### config.mk
export PLATFORM = sky130hd
export DESIGN_NAME = icmp_echo_reply_filter_flat
export DESIGN_NICKNAME = d
export VERILOG_FILES = /design/src/design/icmp_erf_pkg.sv /design/src/design/icmp_erf_byte_if.sv /design/src/design/icmp_erf_result_if.sv /design/src/design/icmp_echo_reply_filter.sv /design/src/flat_wrapper.sv
export SDC_FILE = /design/constraint.sdc
export NUM_CORES = 1
export LEC_CHECK = 0
export ABC_AREA = 1
export BUFFER_PORTS_ARGS = -buffer_cell sky130_fd_sc_hd__buf_2
export CORE_ASPECT_RATIO = 0.9
export CORE_MARGIN = 2
export CORE_UTILIZATION = 40
export CTS_BUF_LIST = sky130_fd_sc_hd__clkbuf_8
export DETAILED_ROUTE_END_ITERATION = 12
export SKIP_LAST_GASP = 1
export SYNTH_ARGS = -nofsm -noshare
export SYNTH_HDL_FRONTEND = slang
export SYNTH_SLANG_ARGS = --single-unit
### constraint.sdc
create_clock -name clk -period 4.64 [get_ports clk]
set_input_delay 0.928 -clock clk [delete_from_list [all_inputs] [get_ports clk]]
set_output_delay 0.928 -clock clk [all_outputs]
set_load 0.01 [all_outputs]
### src/design/icmp_erf_pkg.sv
// Package for the ICMP echo reply filter.
// Holds verdict codes and ICMP header byte offsets; no dependencies.
package icmp_erf_pkg;

	localparam int unsigned BYTE_W = 8;
	localparam int unsigned ID_W   = 16;
	localparam int unsigned SEQ_W  = 16;
	localparam int unsigned HLEN_W = 6;

	typedef logic [1:0] verdict_t;

	localparam verdict_t VERDICT_ACCEPTED  = 2'd0;
	localparam verdict_t VERDICT_TOO_SHORT = 2'd1;
	localparam verdict_t VERDICT_NOT_REPLY = 2'd2;
	localparam verdict_t VERDICT_FOREIGN   = 2'd3;

	// Byte offsets within the ICMP header.
	localparam int unsigned OFS_TYPE   = 0;
	localparam int unsigned OFS_ID_HI  = 4;
	localparam int unsigned OFS_ID_LO  = 5;
	localparam int unsigned OFS_SEQ_HI = 6;
	localparam int unsigned OFS_SEQ_LO = 7;
	localparam int unsigned ICMP_HDR_BYTES = 8;

	// Type code of an echo reply.
	localparam logic [BYTE_W-1:0] ICMP_TYPE_ECHO_REPLY = 8'd0;

endpackage

### src/design/icmp_erf_byte_if.sv
// Byte stream channel into the ICMP echo reply filter.
// Depends on icmp_erf_pkg for the byte width.
interface icmp_erf_byte_if
	import icmp_erf_pkg::*;
();
	logic              valid;
	logic              ready;
	logic [BYTE_W-1:0] packet_byte;
	logic              last_byte;

	modport source (output valid, output packet_byte, output last_byte, input ready);
	modport sink   (input valid, input packet_byte, input last_byte, output ready);
endinterface

### src/design/icmp_erf_result_if.sv
// Result channel out of the ICMP echo reply filter.
// Depends on icmp_erf_pkg for the verdict type and sequence width.
interface icmp_erf_result_if
	import icmp_erf_pkg::*;
#(
	parameter int unsigned LEN_W = 17
) ();
	logic             valid;
	logic             ready;
	verdict_t         verdict;
	logic [SEQ_W-1:0] sequence_number;
	logic [LEN_W-1:0] packet_length;

	modport source (output valid, output verdict, output sequence_number,
		output packet_length, input ready);
	modport sink   (input valid, input verdict, input sequence_number,
		input packet_length, output ready);
endinterface

### src/design/icmp_echo_reply_filter.sv
// ICMP echo reply filter. Takes an IPv4 packet one byte per request and, on the byte
// marked last, returns one verdict (accepted, too short, not an echo reply, foreign
// identifier) with the sequence number (zero unless accepted) and the saturated packet
// length. Throughput is one byte per clock with no gaps between packets. A byte passes
// through the input register; the verdict for the last byte is loaded from there into
// the result register, which presents it to the receiver. Input stalls only when a last
// byte sits in the input register while the result register holds a verdict that the
// receiver is not taking in that cycle.
// Depends on icmp_erf_pkg and the interfaces icmp_erf_byte_if and icmp_erf_result_if.
module icmp_echo_reply_filter
	import icmp_erf_pkg::*;
#(
	parameter int unsigned MAX_PACKET_BYTES = 65544,
	parameter int unsigned LEN_W = $clog2(MAX_PACKET_BYTES + 1)
) (
	input  logic               clk,
	input  logic               arst_n,
	input  logic               cfg_wr_en,
	input  logic [ID_W-1:0]    cfg_wr_data,
	icmp_erf_byte_if.sink      pkt,
	icmp_erf_result_if.source  res
);

	localparam int unsigned CMP_W = (LEN_W > HLEN_W + 1) ? LEN_W : HLEN_W + 1;

	// Configuration register.
	logic [ID_W-1:0] own_identifier_q;

	// Input register.
	logic              valid_s1;
	logic [BYTE_W-1:0] byte_s1;
	logic              last_s1;

	// Per-packet state.
	logic [LEN_W-1:0]  byte_count_q;
	logic [HLEN_W-1:0] header_length_q;
	logic              type_is_reply_q;
	logic              identifier_match_q;
	logic [SEQ_W-1:0]  sequence_store_q;

	// Result register.
	logic             out_valid_q;
	verdict_t         verdict_q;
	logic [SEQ_W-1:0] seq_q;
	logic [LEN_W-1:0] len_q;

	logic out_free;
	logic s1_fire;

	logic [LEN_W-1:0]  count_nxt;
	logic [HLEN_W-1:0] hlen_nxt;
	logic              reply_nxt;
	logic              match_nxt;
	logic [SEQ_W-1:0]  seq_nxt;
	logic              counted;
	logic [CMP_W-1:0]  idx_w;
	logic [CMP_W-1:0]  hlen_w;
	logic [CMP_W-1:0]  offset;
	verdict_t          verdict_d;

	assign out_free  = !out_valid_q || res.ready;
	// A byte that closes a packet may only leave stage 1 when the result slot is free.
	assign s1_fire   = valid_s1 && (!last_s1 || out_free);
	assign pkt.ready = !valid_s1 || s1_fire;

	always_comb begin
		count_nxt = byte_count_q;
		hlen_nxt  = header_length_q;
		reply_nxt = type_is_reply_q;
		match_nxt = identifier_match_q;
		seq_nxt   = sequence_store_q;
		counted   = byte_count_q < LEN_W'(MAX_PACKET_BYTES);
		idx_w     = CMP_W'(byte_count_q);
		if (counted) begin
			count_nxt = byte_count_q + LEN_W'(1);
			if (byte_count_q == '0) begin
				hlen_nxt = {byte_s1[3:0], 2'b00};
			end
		end
		hlen_w = CMP_W'(hlen_nxt);
		offset = idx_w - hlen_w;
		// Bytes past the saturation point or inside the IP header are not examined.
		if (counted && idx_w >= hlen_w) begin
			if (offset == CMP_W'(OFS_TYPE)) begin
				reply_nxt = byte_s1 == ICMP_TYPE_ECHO_REPLY;
			end else if (offset == CMP_W'(OFS_ID_HI)) begin
				match_nxt = byte_s1 == own_identifier_q[ID_W-1 -: BYTE_W];
			end else if (offset == CMP_W'(OFS_ID_LO)) begin
				match_nxt = identifier_match_q && (byte_s1 == own_identifier_q[BYTE_W-1:0]);
			end else if (offset == CMP_W'(OFS_SEQ_HI)) begin
				seq_nxt = {byte_s1, BYTE_W'(0)};
			end else if (offset == CMP_W'(OFS_SEQ_LO)) begin
				seq_nxt = {sequence_store_q[SEQ_W-1 -: BYTE_W], byte_s1};
			end
		end

		if (CMP_W'(count_nxt) < hlen_w + CMP_W'(ICMP_HDR_BYTES)) begin
			verdict_d = VERDICT_TOO_SHORT;
		end else if (!reply_nxt) begin
			verdict_d = VERDICT_NOT_REPLY;
		end else if (!match_nxt) begin
			verdict_d = VERDICT_FOREIGN;
		end else begin
			verdict_d = VERDICT_ACCEPTED;
		end
	end

	always_ff @(posedge clk or negedge arst_n) begin
		if (!arst_n) begin
			own_identifier_q <= '0;
		end else if (cfg_wr_en) begin
			own_identifier_q <= cfg_wr_data;
		end
	end

	always_ff @(posedge clk or negedge arst_n) begin
		if (!arst_n) begin
			valid_s1 <= 1'b0;
		end else if (pkt.ready) begin
			valid_s1 <= pkt.valid;
		end
	end

	always_ff @(posedge clk) begin
		if (pkt.ready && pkt.valid) begin
			byte_s1 <= pkt.packet_byte;
			last_s1 <= pkt.last_byte;
		end
	end

	always_ff @(posedge clk or negedge arst_n) begin
		if (!arst_n) begin
			byte_count_q       <= '0;
			header_length_q    <= '0;
			type_is_reply_q    <= 1'b0;
			identifier_match_q <= 1'b0;
			sequence_store_q   <= '0;
		end else if (s1_fire) begin
			if (last_s1) begin
				byte_count_q       <= '0;
				header_length_q    <= '0;
				type_is_reply_q    <= 1'b0;
				identifier_match_q <= 1'b0;
				sequence_store_q   <= '0;
			end else begin
				byte_count_q       <= count_nxt;
				header_length_q    <= hlen_nxt;
				type_is_reply_q    <= reply_nxt;
				identifier_match_q <= match_nxt;
				sequence_store_q   <= seq_nxt;
			end
		end
	end

	always_ff @(posedge clk or negedge arst_n) begin
		if (!arst_n) begin
			out_valid_q <= 1'b0;
		end else if (s1_fire && last_s1) begin
			out_valid_q <= 1'b1;
		end else if (res.ready) begin
			out_valid_q <= 1'b0;
		end
	end

	always_ff @(posedge clk) begin
		if (s1_fire && last_s1) begin
			verdict_q <= verdict_d;
			seq_q     <= (verdict_d == VERDICT_ACCEPTED) ? seq_nxt : '0;
			len_q     <= count_nxt;
		end
	end

	assign res.valid           = out_valid_q;
	assign res.verdict         = verdict_q;
	assign res.sequence_number = seq_q;
	assign res.packet_length   = len_q;

endmodule
### src/flat_wrapper.sv
// flat-port wrapper written by rule: the top's interface ports become plain ports
module icmp_echo_reply_filter_flat import icmp_erf_pkg::*;
#(
	parameter int unsigned MAX_PACKET_BYTES = 65544,
	parameter int unsigned LEN_W = $clog2(MAX_PACKET_BYTES + 1)
)
  (clk, arst_n, cfg_wr_en, cfg_wr_data, pkt_valid, pkt_packet_byte, pkt_last_byte, pkt_ready, res_valid, res_verdict, res_sequence_number, res_packet_length, res_ready);
  icmp_erf_byte_if pkt_i ();
  icmp_erf_result_if #(.LEN_W(LEN_W)) res_i ();
  input  logic clk;
  input  logic arst_n;
  input  logic cfg_wr_en;
  input  logic [ID_W-1:0] cfg_wr_data;
  input wire logic [$bits(pkt_i.valid)-1:0] pkt_valid;
  input wire logic [$bits(pkt_i.packet_byte)-1:0] pkt_packet_byte;
  input wire logic [$bits(pkt_i.last_byte)-1:0] pkt_last_byte;
  output wire logic [$bits(pkt_i.ready)-1:0] pkt_ready;
  output wire logic [$bits(res_i.valid)-1:0] res_valid;
  output wire logic [$bits(res_i.verdict)-1:0] res_verdict;
  output wire logic [$bits(res_i.sequence_number)-1:0] res_sequence_number;
  output wire logic [$bits(res_i.packet_length)-1:0] res_packet_length;
  input wire logic [$bits(res_i.ready)-1:0] res_ready;
  assign pkt_i.valid = pkt_valid;
  assign pkt_i.packet_byte = pkt_packet_byte;
  assign pkt_i.last_byte = pkt_last_byte;
  assign pkt_ready = pkt_i.ready;
  assign res_valid = res_i.valid;
  assign res_verdict = res_i.verdict;
  assign res_sequence_number = res_i.sequence_number;
  assign res_packet_length = res_i.packet_length;
  assign res_i.ready = res_ready;
  icmp_echo_reply_filter #(.MAX_PACKET_BYTES(MAX_PACKET_BYTES), .LEN_W(LEN_W)) u_core (.clk(clk), .arst_n(arst_n), .cfg_wr_en(cfg_wr_en), .cfg_wr_data(cfg_wr_data), .pkt(pkt_i), .res(res_i));
endmodule
; After elaboration in Yosys (flattened, before gate mapping)
; Cells that the tools add are included.
[classes]
reduce_logical = 16
magnitude_cmp = 3
n_addsub = 3
n_eq_ne = 6
mux = 25
[op_table]
columns = operator, count
row1 = 16-bit 2-to-1 mux, 6
row2 = 17-bit by 3-bit == test with 1-bit output (second input constant), 4
row3 = 17-bit logical NOT, 2
row4 = 17-bit 2-to-1 mux, 2
row5 = 6-bit 2-to-1 mux, 3
row6 = 17-bit by 1-bit adder with 17-bit output (second input constant), 1
row7 = 17-bit by 6-bit >= comparator with 1-bit output, 1
row8 = 17-bit less-than comparator, 1
row9 = 17-bit less-than comparator (second input constant), 1
row10 = 17-bit by 6-bit subtractor with 17-bit output, 1
row11 = 8-bit == test, 2
row12 = 1-bit 2-to-1 mux, 10
row13 = 8-bit logical NOT, 1
row14 = 8-bit 2-to-1 mux, 1
row15 = 6-bit by 4-bit adder with 7-bit output (second input constant), 1
row16 = 2-bit 2-to-1 mux, 3
row17 = 1-bit logical AND, 5
row18 = 1-bit logical NOT, 3
row19 = 1-bit logical OR, 3
row20 = 2-bit logical NOT, 1
row21 = 2-bit nonzero test, 1
[word_totals]
inputBits = 30
output_inout_bits = 37
reg_bits = 103

; Longest topological paths before layout
[depth]
depth_word = 13
ltp_mapped = 29
depth_no_buf = 29

; Least setup slack after synthesis
; No wires, ideal clock.
[synth_timing]
path_kind = flip-flop to flip-flop
startpoint = register u_core.byte_count_q[0]
endpoint = register u_core.seq_q[5] (netlist: u_core.res.sequence_number[5]) (data pin)
path_slack_ns = 1.067
stages_incl_launch_ff = 24
arrival_time_ns = 3.319
cell_sequence = dfrtp_1 -> inv_1 -> ha_1 -> inv_1 -> nor2_1 -> nand2_1 -> nor2_4 -> nand2_2 -> o21ai_0 -> ha_1 -> inv_1 -> nor2_4 -> nand3_4 -> buf_6 -> nand2_1 -> nand2_1 -> nand2_1 -> nor2_2 -> nand2_1 -> nor3_2 -> o2111ai_1 -> nand4_4 -> buf_6 -> nor2_1
[synth_between]
elab_chain_len = 13
elab_cells_between_ends = 32
classes_between = 3 x add/sub / 3 x order compare / 4 x eq/ne / 18 x mux / 4 x reduce/logical
[synth_rtl]
columns = element, line
row1 = from (decl), icmp_echo_reply_filter.sv:35  ; logic [LEN_W-1:0] byte_count_q;
row2 = from (signal assigned), icmp_echo_reply_filter.sv:146  ; byte_count_q <= count_nxt;
row3 = branches (longest 13 deep; another with 17-bit less-than comparator), -
row4 = to (signal assigned), icmp_echo_reply_filter.sv:168  ; seq_q <= (verdict_d == VERDICT_ACCEPTED) ? seq_nxt : '0;
row5 = to (decl), icmp_echo_reply_filter.sv:44  ; logic [SEQ_W-1:0] seq_q;
; Parallel ways; which one is timed is not known.
; A chain may end at the register's enable or synchronous reset.

; Final worst setup path
[layout_timing]
startpoint = register u_core.byte_count_q[0]
endpoint = register u_core.seq_q[0] (netlist: u_core.res.sequence_number[0]) (data pin)
; Same word-level chain as after synthesis.

==> metrics.txt <==
Worst Path Arrival=4.32 ns; number of global-route vias before repair=4,606; Die Ht=118.9 um; routability cong.=0.9548; antenna violations before repair=0; final WL=14,670 um; clock transition at the registers of the reported paths=0.09 ns; Synth cell types=46; first-pass GRT wire length=23,920 um; Mapped Avg Cell Area=8.839 um2; Die Wd=131.7 um; Fin. Hold Viols=0; worst rel slew slack=17.61%; Largest stage delay, worst path=0.42 ns; drt via density=5.154; Initial Utilization=41.45%; Ports=67; die area=0.01566 mm2; Post-synth top flop=dfrtp_1; maximum buffer depth of the clock tree=2; Max Fclk=0.2440 GHz; core box area=0.01416 mm2; Post-Syn Area=0.005869 mm2; worst slew pin tran=1.235 ns; most common cell after layout, fill and taps aside=nand2_1; pre-CTS setup slack=0.4326 ns; RSZ-0062 raised after global routing=no; drt first-iter violations=382; fin util=46.60%; Post-synth EDFFs=44; Remaining Overflow, GRT=0; Max Cap Violations=0; Final Skew=0.01318 ns; first drt pass iteration count=6; CP Class=reg -> reg; Rows=41; setup TNS=0 ns; Critical Path Source Type=register; PwrDens=386.7 mW/mm2; Crit. End Element=register; post-DP HPWL=11,000 um; DRT antenna net count=0; Ant. Diodes=0; Area Growth Syn to Fin=12.41%; Hold Buf Count CTS=0; Critical Path RT=4.86 ns; clock sink total=103; htree depth=3; Synth Net Count=706; Port Buffer Count=66; final setup vio count=0; Layout Nets=774; Worst-Skew Late Latency=0.39 ns; crit path max fanout=16; slowest cell on the critical path=dfrtp_1; synthesized netlist cell count=664; drt wl/cell=15.78 um; Syn. warnings=0; hold crit path type=reg -> reg; #FFs+latches synth=103; Leakage=0.003056 uW; Slew Limit Fails=0; most frequent cells in the layout=151 x nand2_1, 87 x inv_1, 66 x buf_2; Most common cell on crit path=nand2_1; outcome=completed; total CTS buffers=9; via count=4,793; fraction of registers with async set/reset=57.28%; GR Util All Layers=19.51%; final setup margin=0.5414 ns; VDD IR-drop max=195.8 uV; Tmin final=4.099 ns; layout cells sized above 1=21.85%; Hold Slack=0.4979 ns; post-synthesis sequential area ratio=47.67%; Final period util=88.33%; CTS root buffer=clkbuf_8; remaining routing DRC violations=0; CTS tree=built; largest net degree at the start of global routing=36
## power breakdown
part / internal (uW) / leakage [uW] / total [uW] / switching [uW]
Clock: 262 / 0.000102 / 575 / 314
Sequential: 1010 / 0.00120 / 1050 / 38.0
Combinational: 302 / 0.00175 / 924 / 622
## layout make-up
type,count,area [um2]
fillers,1421,7561
flip-flops and latches,103,2798
multi-input cells,453,2630
repair buffers,73,382.9
inverters,92,349.1
well taps,193,241.5
clock buffers,10,137.6
clock inverters,6,58.81
## registers in the layout, summed over array words and instances, names as in the netlist
signal	count
u_core.header_length_q	6
u_core.res.verdict	2
u_core.res.packet_length	17
u_core.last_s1	1
u_core.sequence_store_q	16
u_core.res.valid	1
u_core.byte_s1	8
u_core.res.sequence_number	16
u_core.valid_s1	1
u_core.own_identifier_q	16
u_core.identifier_match_q	1
u_core.type_is_reply_q	1
u_core.byte_count_q	17
## cell families after synthesis
group | after synthesis | share of synthesized area, %
flip-flops | 103 | 47.67
AO/OA/AOI/OAI | 67 | 6.779
buffers and inverters | 108 | 7.631
adder cells (fa/ha/maj) | 12 | 2.686
XOR/XNOR | 31 | 4.626
AND/OR/NAND/NOR | 330 | 28.12
multiplexers | 13 | 2.494
## final timing paths
kind / depth (start not counted) / to / startpoint / slack (ns)
max: 28 / u_core.res.sequence_number[0] / u_core.byte_count_q[0] / 0.54
min: 2 / u_core.sequence_store_q[3] / u_core.sequence_store_q[3] / 0.50
max reg2reg: 28 / u_core.res.sequence_number[0] / u_core.byte_count_q[0] / 0.54
min reg2reg: 2 / u_core.sequence_store_q[3] / u_core.sequence_store_q[3] / 0.50
max in group asynchronous: 2 / u_core.res.valid / arst_n / 3.17
min in group asynchronous: 1 / u_core.byte_count_q[12] / arst_n / 0.58
## what timing repair did
action,4_1_cts,5_1_grt
buffers inserted,0,0
resized for setup,0,2
hold endpoints to repair,0,0
setup endpoints to repair,0,15
## stage by stage
stage	area (um2)	instances	total power, uW
floorplan	5869	664	1745
global placement	6395	914	1960
detailed placement	6395	914	1985
CTS	6591	930	2565
global route	6598	930	2721
finish	6598	930	2551
## cell usage after synthesis (10+ instances only)
master	number	area, um2
nand4_1	18	112.6
nand3_2	10	100.1
xnor2_1	12	105.1
nand2_1	151	566.8
nor2_1	43	161.4
ha_1	11	137.6
edfxtp_1	44	1321
dfrtp_1	59	1476
nand2_2	14	87.58
mux2_2	13	146.4
o22ai_1	19	118.9
nand3_1	43	215.2
xor2_1	19	166.4
inv_1	86	322.8
o21ai_0	13	65.06
nor3_1	12	60.06
o21ai_1	22	110.1
nor2_2	14	87.58
## per-layer routing
layer  routed length [um]  global-route usage [%]  vias up
met1                 6979                   28.03     2253
met2                 6282                   28.86      179
met3                 1172                   5.236       21
met5                    0                       0        -
met4                  240                   5.707        0
li1                     -                       -     2340
## critical path, delay by kind of cell (launching register included)
| family | cells | cell delay [ns] |
|---|---|---|
| adders and majority gates | 2 | 0.46 |
| AOI/OAI and AO/OA | 1 | 0.10 |
| and+or+nand+nor | 22 | 2.65 |
| DFF | 1 | 0.42 |
| buffers and inverters | 3 | 0.31 |
(Power assumes the default switching activity.)
